<file path="src/sv/gaoa_pkg.sv">
// Package: shared types and constants for the grass ambient occlusion accumulator.
package gaoa_pkg;
   localparam int unsigned ONE_Q16 = 65536;
   localparam int unsigned ONE_Q15 = 32768;

   typedef enum logic [2:0] {
      CSR_INV_RADIUS = 3'd0,
      CSR_INV_SIZE   = 3'd1,
      CSR_COLOR_R    = 3'd2,
      CSR_COLOR_G    = 3'd3,
      CSR_COLOR_B    = 3'd4
   } csr_code_type;

   typedef enum logic [3:0] {
      ST_IDLE,
      ST_SQ,
      ST_SQRT,
      ST_KD,
      ST_KS,
      ST_KA,
      ST_T1,
      ST_T2,
      ST_ACC,
      ST_SH,
      ST_OUT
   } state_type;

   typedef struct packed {
      logic start;
      logic busy;
      logic done;
   } sqrt_ctl_type;
endpackage

</file>
<file path="src/sv/gaoa_isqrt.sv">
// Bit-serial integer square root: two radicand bits consumed per cycle.
module gaoa_isqrt
   import gaoa_pkg::*;
(
   input  logic          clock,
   input  logic          reset,
   input  logic          start,
   input  logic [63:0]   radicand,
   output sqrt_ctl_type  ctl,
   output logic [31:0]   root
);
   logic [63:0] rem_ff, rem_in;
   logic [63:0] x_ff, x_in;
   logic [31:0] q_ff, q_in;
   logic [5:0]  cnt_ff, cnt_in;
   logic        busy_ff, busy_in, done_ff, done_in;
   logic [65:0] trial;
   logic [65:0] rsh;

   always_comb begin
      rsh    = {rem_ff, x_ff[63:62]};
      trial  = rsh - {32'd0, q_ff, 2'b01};
      rem_in = rem_ff; x_in = x_ff; q_in = q_ff;
      cnt_in = cnt_ff; busy_in = busy_ff; done_in = 1'b0;
      if (start) begin
         rem_in = '0; x_in = radicand; q_in = '0; cnt_in = '0; busy_in = 1'b1;
      end else if (busy_ff) begin
         x_in = {x_ff[61:0], 2'b00};
         if (!trial[65]) begin
            rem_in = trial[63:0]; q_in = {q_ff[30:0], 1'b1};
         end else begin
            rem_in = rsh[63:0]; q_in = {q_ff[30:0], 1'b0};
         end
         cnt_in = cnt_ff + 6'd1;
         if (cnt_ff == 6'd31) begin
            busy_in = 1'b0; done_in = 1'b1;
         end
      end
   end

   always_ff @(posedge clock) begin
      rem_ff <= rem_in; x_ff <= x_in; q_ff <= q_in; cnt_ff <= cnt_in;
      if (reset) begin
         busy_ff <= 1'b0; done_ff <= 1'b0;
      end else begin
         busy_ff <= busy_in; done_ff <= done_in;
      end
   end

   assign ctl  = '{start: start, busy: busy_ff, done: done_ff};
   assign root = q_ff;
endmodule

</file>
<file path="config.mk">
export PLATFORM = sky130hd
export DESIGN_NAME = gaoa_isqrt
export DESIGN_NICKNAME = d
export VERILOG_FILES = /design/src/sv/gaoa_pkg.sv /design/src/sv/gaoa_isqrt.sv
export SDC_FILE = /design/constraint.sdc
export NUM_CORES = 1
export LEC_CHECK = 0
export BUFFER_PORTS_ARGS = -buffer_cell sky130_fd_sc_hd__buf_2
export CORE_MARGIN = 8
export CORE_UTILIZATION = 64
export DETAILED_ROUTE_END_ITERATION = 8
export GPL_ROUTABILITY_DRIVEN = 0
export HOLD_SLACK_MARGIN = 0.15
export PLACE_DENSITY = 0.95
export SLEW_MARGIN = 0
export SYNTH_ARGS = -nofsm -noshare
export SYNTH_HDL_FRONTEND = slang
export SYNTH_SLANG_ARGS = --single-unit
</file>
<file path="constraint.sdc">
create_clock -name clock -period 6.3 [get_ports clock]
set_input_delay 0.945 -clock clock [delete_from_list [all_inputs] [get_ports clock]]
set_output_delay 0.945 -clock clock [all_outputs]
set_load 0.005 [all_outputs]
</file>
# ---- Word level (Yosys, flattened, before mapping)
# Cells that the tools add are included.
dict set report totals {
  ff_bits 168
  input_bits 67
  elab_cells 20
}
dict set report op_classes {
  bitwise 1
  addsub 2
  n_reduce_logical 2
  n_mux 8
  eq_ne 1
}
# op n
set op_table {}
lappend op_table {{2-to-1 mux 64 bit} 3}
lappend op_table {{subtractor 66 x 34 -> 66 bit} 1}
lappend op_table {{adder 6 x 1 -> 6 bit, second input constant} 1}
lappend op_table {{== test 6 x 5 -> 1 bit, second input constant} 1}
lappend op_table {{2-to-1 mux 1 bit} 5}
lappend op_table {{OR reduction 3 bit} 1}
lappend op_table {{nonzero test 2 bit} 1}
lappend op_table {{inverter 1 bit} 1}

# ---- Longest topological paths before layout
# Gate-level depths: netlist of run 1.
dict set report logic_depth {
  depth_word 4
  depth_mapped 15
}

# ---- Least setup slack after synthesis of run 1
# Ideal clock, no wire load.
dict set report synth_path {
  kind {register -> register}
  from {reg rem_ff[38]}
  to {reg rem_ff[46]}
  slack_ns 2.848
  setup_ns 0.091
  arrival_ns 3.361
  path_stages_with_launch 13
  cell_sequence {dfxtp_1 or3_1 or2_1 or3_1 or2_2 clkbuf_1 nor3_2 mux2i_1 o21ai_2 or2_4 buf_6 or4_1 a311oi_1}
}
dict set report synth_between {
  elab_chain_len 2
}
# item line
set synth_lines {}
lappend synth_lines {{start, declared} gaoa_isqrt.sv:12} ;# logic [63:0] rem_ff, rem_in;
lappend synth_lines {{start signal, assigned} gaoa_isqrt.sv:42} ;# rem_ff <= rem_in; x_ff <= x_in; q_ff <= q_in; cnt_ff <= cnt_in;
lappend synth_lines {{subtractor 66 x 34 -> 66 bit} gaoa_isqrt.sv:22} ;# trial = rsh - {32'd0, q_ff, 2'b01};
lappend synth_lines {{2-to-1 mux 64 bit} gaoa_isqrt.sv:29} ;# if (!trial[65]) begin
# Every way passes these cells.
# A chain may end at the register's enable or synchronous reset.

# ---- Final worst setup path of run 1
dict set report layout_path {
  from {reg rem_ff[50]}
  to {reg rem_ff[12]}
}
# The elaborated chain is that of the path after synthesis.

==> results of run 1 <==
cells in the mapped netlist, drive strengths merged (20+ instances only):
cell    count  share of area
nor2      117          0.047
dfxtp     104           0.22
nand2      88          0.035
edfxtp     64           0.20
mux2       62          0.074
inv        51          0.020
o21ai      48          0.026
a21oi      46          0.025
mux2i      44          0.046
clkbuf     43          0.017
a311oi     35          0.032
ha         34          0.045
nor3       24          0.013
xnor2      24          0.022
buf        20          0.012
or4        20          0.016
report_power, final:
part           internal [W]  total (W)  switching [W]  leakage, nW
clock network      0.000541    0.00106       0.000519        0.292
registers           0.00125    0.00137       0.000111         1.50
logic              0.000650    0.00163       0.000975         2.51
total               0.00245    0.00405        0.00161         4.29
worst max-delay path by stage:
stage | end | from
2_1_floorplan | rem_ff[46] | rem_ff[38]
3_3_place_gp | rem_ff[12] | root[2]
3_5_place_dp | rem_ff[12] | rem_ff[50]
4_1_cts | rem_ff[12] | rem_ff[50]
5_1_grt | rem_ff[6] | rem_ff[44]
6_report | rem_ff[12] | rem_ff[50]
worst max-delay path, cell delays in order, from the launching register on:
cell and delay, ns:
dfxtp_1 0.35, or3_1 0.40, or4b_1 0.62, nor4_2 0.37, nand2_1 0.18, nor3_2 0.27, mux2i_1 0.27, o21ai_2 0.19
nor2_2 0.78, buf_4 0.41, nand3_1 0.11, a311oi_1 0.31
registers in the layout (all words and copies together) (netlist names):
| register | cells |
|---|---|
| cnt_ff | 6 |
| rem_ff | 64 |
| x_ff | 64 |
| done_ff | 1 |
| busy_ff | 1 |
| root | 32 |
kinds of logic (layout without fill, tap and decap cells):
group,count (synthesis),after routing,synth area share
AND/OR/NAND/NOR,345,345,0.1789
AO/OA/AOI/OAI,215,215,0.1559
flip-flops,168,168,0.4224
buffers and inverters,114,191,0.04911
multiplexers,106,106,0.1201
adder cells (fa/ha/maj),34,34,0.04488
XOR/XNOR,31,31,0.02865
other,0,1,0
layout make-up:
cell class              instances  share of cell area
clock inverters                15             0.01722
well taps                     184             0.02170
repair buffers                108             0.05284
multi-input cells             731              0.4721
inverters                      51             0.01804
flip-flops and latches        168              0.3778
clock buffers                  17             0.04010
diodes                          1           0.0002359
per-stage QoR:
step,instances,worst slack (ns)
2_1_floorplan,1013,2.848
3_5_place_dp,1242,2.116
4_1_cts,1274,2.053
6_report,1275,1.933
3_3_place_gp,1242,2.264
5_1_grt,1275,1.667
layer usage:
metal	up-vias	GRT usage
met5	-	0
met4	2	0.1110
met3	79	0.08534
met2	405	0.4081
met1	3801	0.2910
li1	3838	-
==> run_results.csv, run 1 <==
group,metric,value,unit
synth,yosysSeqAreaShare,0.4224,
synth,syn_inst,1013,
synth,synth_seq_cells,168,
drt,wl_met1,9402,µm
finish,fillers,973,
grt,gr-total-overflow,0,
synth,netlist_area,9478,µm²
timing,totalNegativeSetupSlack,0,ns
grt,grt_usage,0.2495,
timing,slew_viol_final,0,
synth,yosys_warnings,0,
floorplanning,fp.coreArea,14480,µm²
worst_setup_path,criticalPathCategory,"reg -> reg",
worst_setup_path,worstPathMaxFanout,19,
worst_setup_path,crit_path_end_kind,"flip-flop",
worst_hold_path,min_path_cells,2,
drt,antenna_left,0,
clocking,holdBufCountCts,0,
timing,skew,0.008532,ns
floorplanning,dieArea,18960,µm²
finish,final_core_util,0.7327,
synth,synth.distinct_cells,71,
clocking,post_cts_buffers,0,
finish,final_cell_mix,"nor2_1, dfxtp_1, buf_2",
clocking,cts_buffers,17,
clocking,cts_tree,"yes",
worst_setup_path,r2r-start,"rem_ff[50]",
power_and_ir_drop,ir_worst_vdd,0.2424,mV
floorplanning,initial_utilization,0.6546,
timing,maxSlewHeadroom,0.3144,
synth,syn_nets,1114,
worst_setup_path,reg2reg_slack,1.93,ns
floorplanning,ios,102,
worst_setup_path,worst_ep_required_time,6.64,ns
grt,grt_pass1_vias,7846,
clocking,worstSkewPairLatency,0.44,ns
grt,antenna_found_initial,2,
drt,routed_wl,23410,µm
finish,syn_to_final_growth,11.93,%
power_and_ir_drop,total_power,0.004051,W
power_and_ir_drop,leakage,4.295,nW
finish,layout.nets,1178,
timing,rsz0062_at_grt,"no",
timing,tightest_slew,1.028,ns
floorplanning,die_h,137.7,µm
timing,period_minus_slack,4.367,ns
finish,drive_gt1_frac,0.2046,
grt,grt_max_degree,86,
worst_hold_path,min_from,"rem_ff[18]",
drt,via_count,8125,
worst_setup_path,arrival,4.71,ns
clocking,cts-resized-gates,0,
synth,synth_edf_count,64,
placement,dpl-instance-area,9998,µm²
clocking,clockBufferDepth,2,
worst_setup_path,rr_worst_depth,11,
drt,drt_pass1_iterations,6,
timing,setup_viol,0,
drt,wl_met3,2256,µm
timing,timing.final.crit_share,0.6931,
drt,wl_met2,11020,µm
placement,hpwlAfterDp,15730,µm
clocking,htree_levels,4,
drt,vias_per_cell,6.373,
worst_setup_path,rr_endpoint,"rem_ff[12]",
timing,hold_slack,0.4878,ns
power_and_ir_drop,p_per_area,381.8,nW/µm²
drt,drc_errors,0,
finish,seq_area,4008,µm²
timing,hold_viol_final,0,
timing,clock.fmax,229.0,MHz
synth,avgSynthCellArea,9.356,µm²
drt,drt-initial-drc-count,904,
finish,fin_area,10610,µm²
clocking,root_buffer,"clkbuf_16",
floorplanning,die_x,137.7,µm
grt,grt_pass1_wl,37820,µm
run,cap_violations,0,
worst_setup_path,startpoint_type,"flip-flop",
clocking,clk_transition_reported_paths,0.07,ns
run_status,status,"finished, final reports clean",
clocking,clock-sinks,168,
worst_hold_path,hold_class,"reg -> reg",
finish,final_common_cell,"nor2_1",
placement,numPortBuffers,101,
floorplanning,std_cell_rows,44,
synth,synthFlopType,"dfxtp_1",
finish,multi_input_area,5009,µm²
drt,highest_layer,"met5",
worst_hold_path,min_to,"rem_ff[18]",
drt,wl_per_cell,18.36,µm
synth,async_flop_share,0,
Power figures use the tool's default switching activity.
==> run 2, diff against run 1 <==
--- a/config.mk
+++ b/config.mk
@@ -5,13 +5,14 @@
 export SDC_FILE = /design/constraint.sdc
 export NUM_CORES = 1
 export LEC_CHECK = 0
+export ABC_AREA = 1
 export BUFFER_PORTS_ARGS = -buffer_cell sky130_fd_sc_hd__buf_2
 export CORE_MARGIN = 8
-export CORE_UTILIZATION = 64
+export CORE_UTILIZATION = 61
 export DETAILED_ROUTE_END_ITERATION = 8
 export GPL_ROUTABILITY_DRIVEN = 0
 export HOLD_SLACK_MARGIN = 0.15
-export PLACE_DENSITY = 0.95
+export PLACE_DENSITY = 0.92
 export SLEW_MARGIN = 0
 export SYNTH_ARGS = -nofsm -noshare
 export SYNTH_HDL_FRONTEND = slang
==> constraint.sdc (replaced) <==
create_clock -name clock -period 4.1 [get_ports clock]
set_input_delay 0.615 -clock clock [delete_from_list [all_inputs] [get_ports clock]]
set_output_delay 0.615 -clock clock [all_outputs]
set_load 0.005 [all_outputs]
==> run 2 against run 1 <==
Effect of this change:
- sequential share of layout area is 5.3 points lower
- synthesized cell count is 76% higher
- critical path depth is 8 higher
- sequential cell count stayed put
- first-iteration DRC count is 22% higher
- largest cell class unchanged
- synthesized area is 17% higher
- core utilization is 4.5 points lower
- worst setup slack worse by 0.97 ns
==> run_results.csv, run 2 <==
group,metric,value,unit
run_status,status,"finished, final reports clean",
floorplanning,ios,102,
drt,vias_per_cell,5.425,
floorplanning,std_cell_rows,49,
worst_setup_path,startpoint_type,"flip-flop",
worst_setup_path,cp_cell_sequence,"inv_1 -> ha_1 -> nand2_1 -> nor2_1 -> nand3_1 -> nand3_2 -> nand2_1 -> nand2_1 -> nand2_1 -> nand2_2 -> nand2_2 -> nand3_2 -> buf_4 -> nand2_2 -> buf_12 -> nand2_1 -> nand2_1 -> nand2_1 -> nand2_1",
grt,use_met1,0.3169,
grt,met3_usage,0.06162,
synth,synth_edf_count,64,
drt,drt-initial-drc-count,1105,
timing,setup_viol,0,
drt,wl_per_cell,13.97,µm
run,cap_violations,0,
clocking,htree_levels,4,
synth,yosys_warnings,0,
timing,clock.fmax,318.9,MHz
clocking,holdBufCountCts,0,
synth,synth.distinct_cells,35,
drt,via_count,11410,
synth,syn_inst,1782,
placement,dpl-instance-area,11720,µm²
grt,grt_pass1_wl,48710,µm
worst_hold_path,hold_class,"in -> reg",
clocking,clk_transition_reported_paths,0.07,ns
finish,final_common_cell,"nand2_1",
grt,grtUsageMet2,0.4224,
worst_setup_path,path_delay_family,"simple AND/OR/NAND/NOR gates",
synth,synth_seq_cells,168,
floorplanning,fp.coreArea,17900,µm²
worst_setup_path,slowest_delay,0.36,ns
worst_setup_path,path_common_cell,"nand2_1",
timing,totalNegativeSetupSlack,0,ns
synth,avgSynthCellArea,6.212,µm²
timing,slew_viol_final,0,
worst_setup_path,worst_ep_required_time,4.43,ns
synth,syn_nets,1883,
finish,layout.nets,1962,
clocking,cts_tree,"yes",
finish,syn_to_final_growth,11.20,%
timing,tightest_slew,0.8841,ns
synth,synthFlopType,"dfxtp_1",
synth,netlist_area,11070,µm²
drt,routed_wl,29390,µm
worst_setup_path,worstPathMaxFanout,27,
synth,synthTopCellsByCount,"nand2_1, inv_1, nor2_1",
timing,period_minus_slack,3.135,ns
finish,fin_cells,2103,
grt,grt_usage,0.2622,
worst_setup_path,path_depth,19,
finish,drive_gt1_frac,0.1041,
grt,antenna_found_initial,0,
drt,drc_errors,0,
synth,yosysSeqAreaShare,0.3617,
worst_setup_path,slowest_stage,"nand2_2",
grt,grt_pass1_vias,10620,
synth,yosysTopAreaCell,"nand2_1",
floorplanning,die_h,150.7,µm
clocking,root_buffer,"clkbuf_16",
timing,timing.final.crit_share,0.7647,
timing,hold_viol_final,0,
synth,synth_top_area_share,0.2916,
floorplanning,die_x,150.7,µm
grt,top_usage_layer,"met2",
finish,antennaDiodeCount,0,
finish,fillers,1513,
drt,antenna_left,0,
clocking,worstSkewPairLatency,0.44,ns
grt,grt_max_degree,83,
worst_hold_path,min_path_cells,2,
worst_setup_path,crit_path_end_kind,"flip-flop",
worst_setup_path,arrival,3.47,ns
clocking,cts-resized-gates,0,
drt,drt_pass1_iterations,9,
timing,skew,0.01113,ns
synth,synth.most_common_cell,"nand2_1",
placement,hpwlAfterDp,21570,µm
synth,yosys-top-cells-area,"nand2_1, dfxtp_1, edfxtp_1",
synth,async_flop_share,0,
timing,rsz0062_at_grt,"no",
worst_setup_path,rr_worst_depth,19,
floorplanning,initial_utilization,0.6184,
clocking,clock-sinks,168,
clocking,clockBufferDepth,2,
finish,fin_area,12310,µm²
grt,gr-total-overflow,0,
placement,place_inst,2071,
worst_setup_path,criticalPathCategory,"reg -> reg",
timing,maxSlewHeadroom,0.4098,
finish,final_cell_mix,"nand2_1, inv_1, nor2_1",
worst_setup_path,crit_buf_inv,3,
placement,numPortBuffers,101,
clocking,cts_buffers,17,
clocking,post_cts_buffers,0,
floorplanning,dieArea,22720,µm²
timing,hold_slack,0.3724,ns
## run 2: changes by cell type in the layout (fill, tap and decap cells not counted), sizes merged, moves of 26 or more
cell    change
o22ai      +30
o21ai      -32
nand3      +92
nor2       +26
inv       +178
nand2     +789
a311oi     -35
mux2       -62
mux2i      -44
## run 2: logic make-up (layout without fill, tap and decap cells)
family	count (synthesis)	count (layout)	synth area share
simple gates	1173	1173	0.4273
buf+inv	293	385	0.1049
flops	168	168	0.3617
compound gates	81	81	0.04159
fa+ha+maj	34	34	0.03843
xor+xnor	33	33	0.02611
## run 2: worst reg2reg max path: stages, from the launching register on
cell and delay, ns:
dfxtp_1 0.33, inv_1 0.07, ha_1 0.36, nand2_1 0.10
nor2_1 0.20, nand3_1 0.13, nand3_2 0.14, nand2_1 0.07
nand2_1 0.12, nand2_1 0.08, nand2_2 0.10, nand2_2 0.11
nand3_2 0.07, buf_4 0.22, nand2_2 0.37, buf_12 0.30
nand2_1 0.11, nand2_1 0.07, nand2_1 0.06, nand2_1 0.05
## run 2: path summary, 6_finish.rpt
path / startpoint / end / slack [ns]
worst min register to register: rem_ff[37] / rem_ff[37] / 0.47
worst max-delay path: root[5] / rem_ff[16] / 0.96
worst min-delay path: reset / done_ff / 0.37
worst max register to register: root[5] / rem_ff[16] / 0.96
## run 2: final cells by class
cell class,count,area [µm²],area share
inverter,238,894.6,0.07267
timing repair buffer,115,623.1,0.05061
clock inverter,14,160.2,0.01301
tap,229,286.5,0.02327
multi-input combinational,1321,5913,0.4803
clock buffer,18,429.2,0.03486
sequential,168,4004,0.3252
## run 2: per-layer routing
layer | part of all wire | up-vias | routed length [µm]
li1 | - | 5648 | -
met1 | 0.42 | 5053 | 12210
met2 | 0.45 | 571 | 13240
met3 | 0.087 | 136 | 2570
met4 | 0.046 | 0 | 1366
met5 | 0 | - | 0
## run 2: per-stage QoR
| stage | setup WS [ns] | util |
|---|---|---|
| final | 0.9647 | 0.6877 |
| after global placement | 1.178 | 0.6547 |
| after detailed placement | 1.037 | 0.6547 |
| after CTS | 1.018 | 0.6877 |
| after global routing | 0.7556 | 0.6877 |
| after floorplan | 0.6988 | - |
Power of run 2 is left out: the tool's default activity adds up to more than one toggle a clock period on the data nets, which glitch-free logic cannot reach.
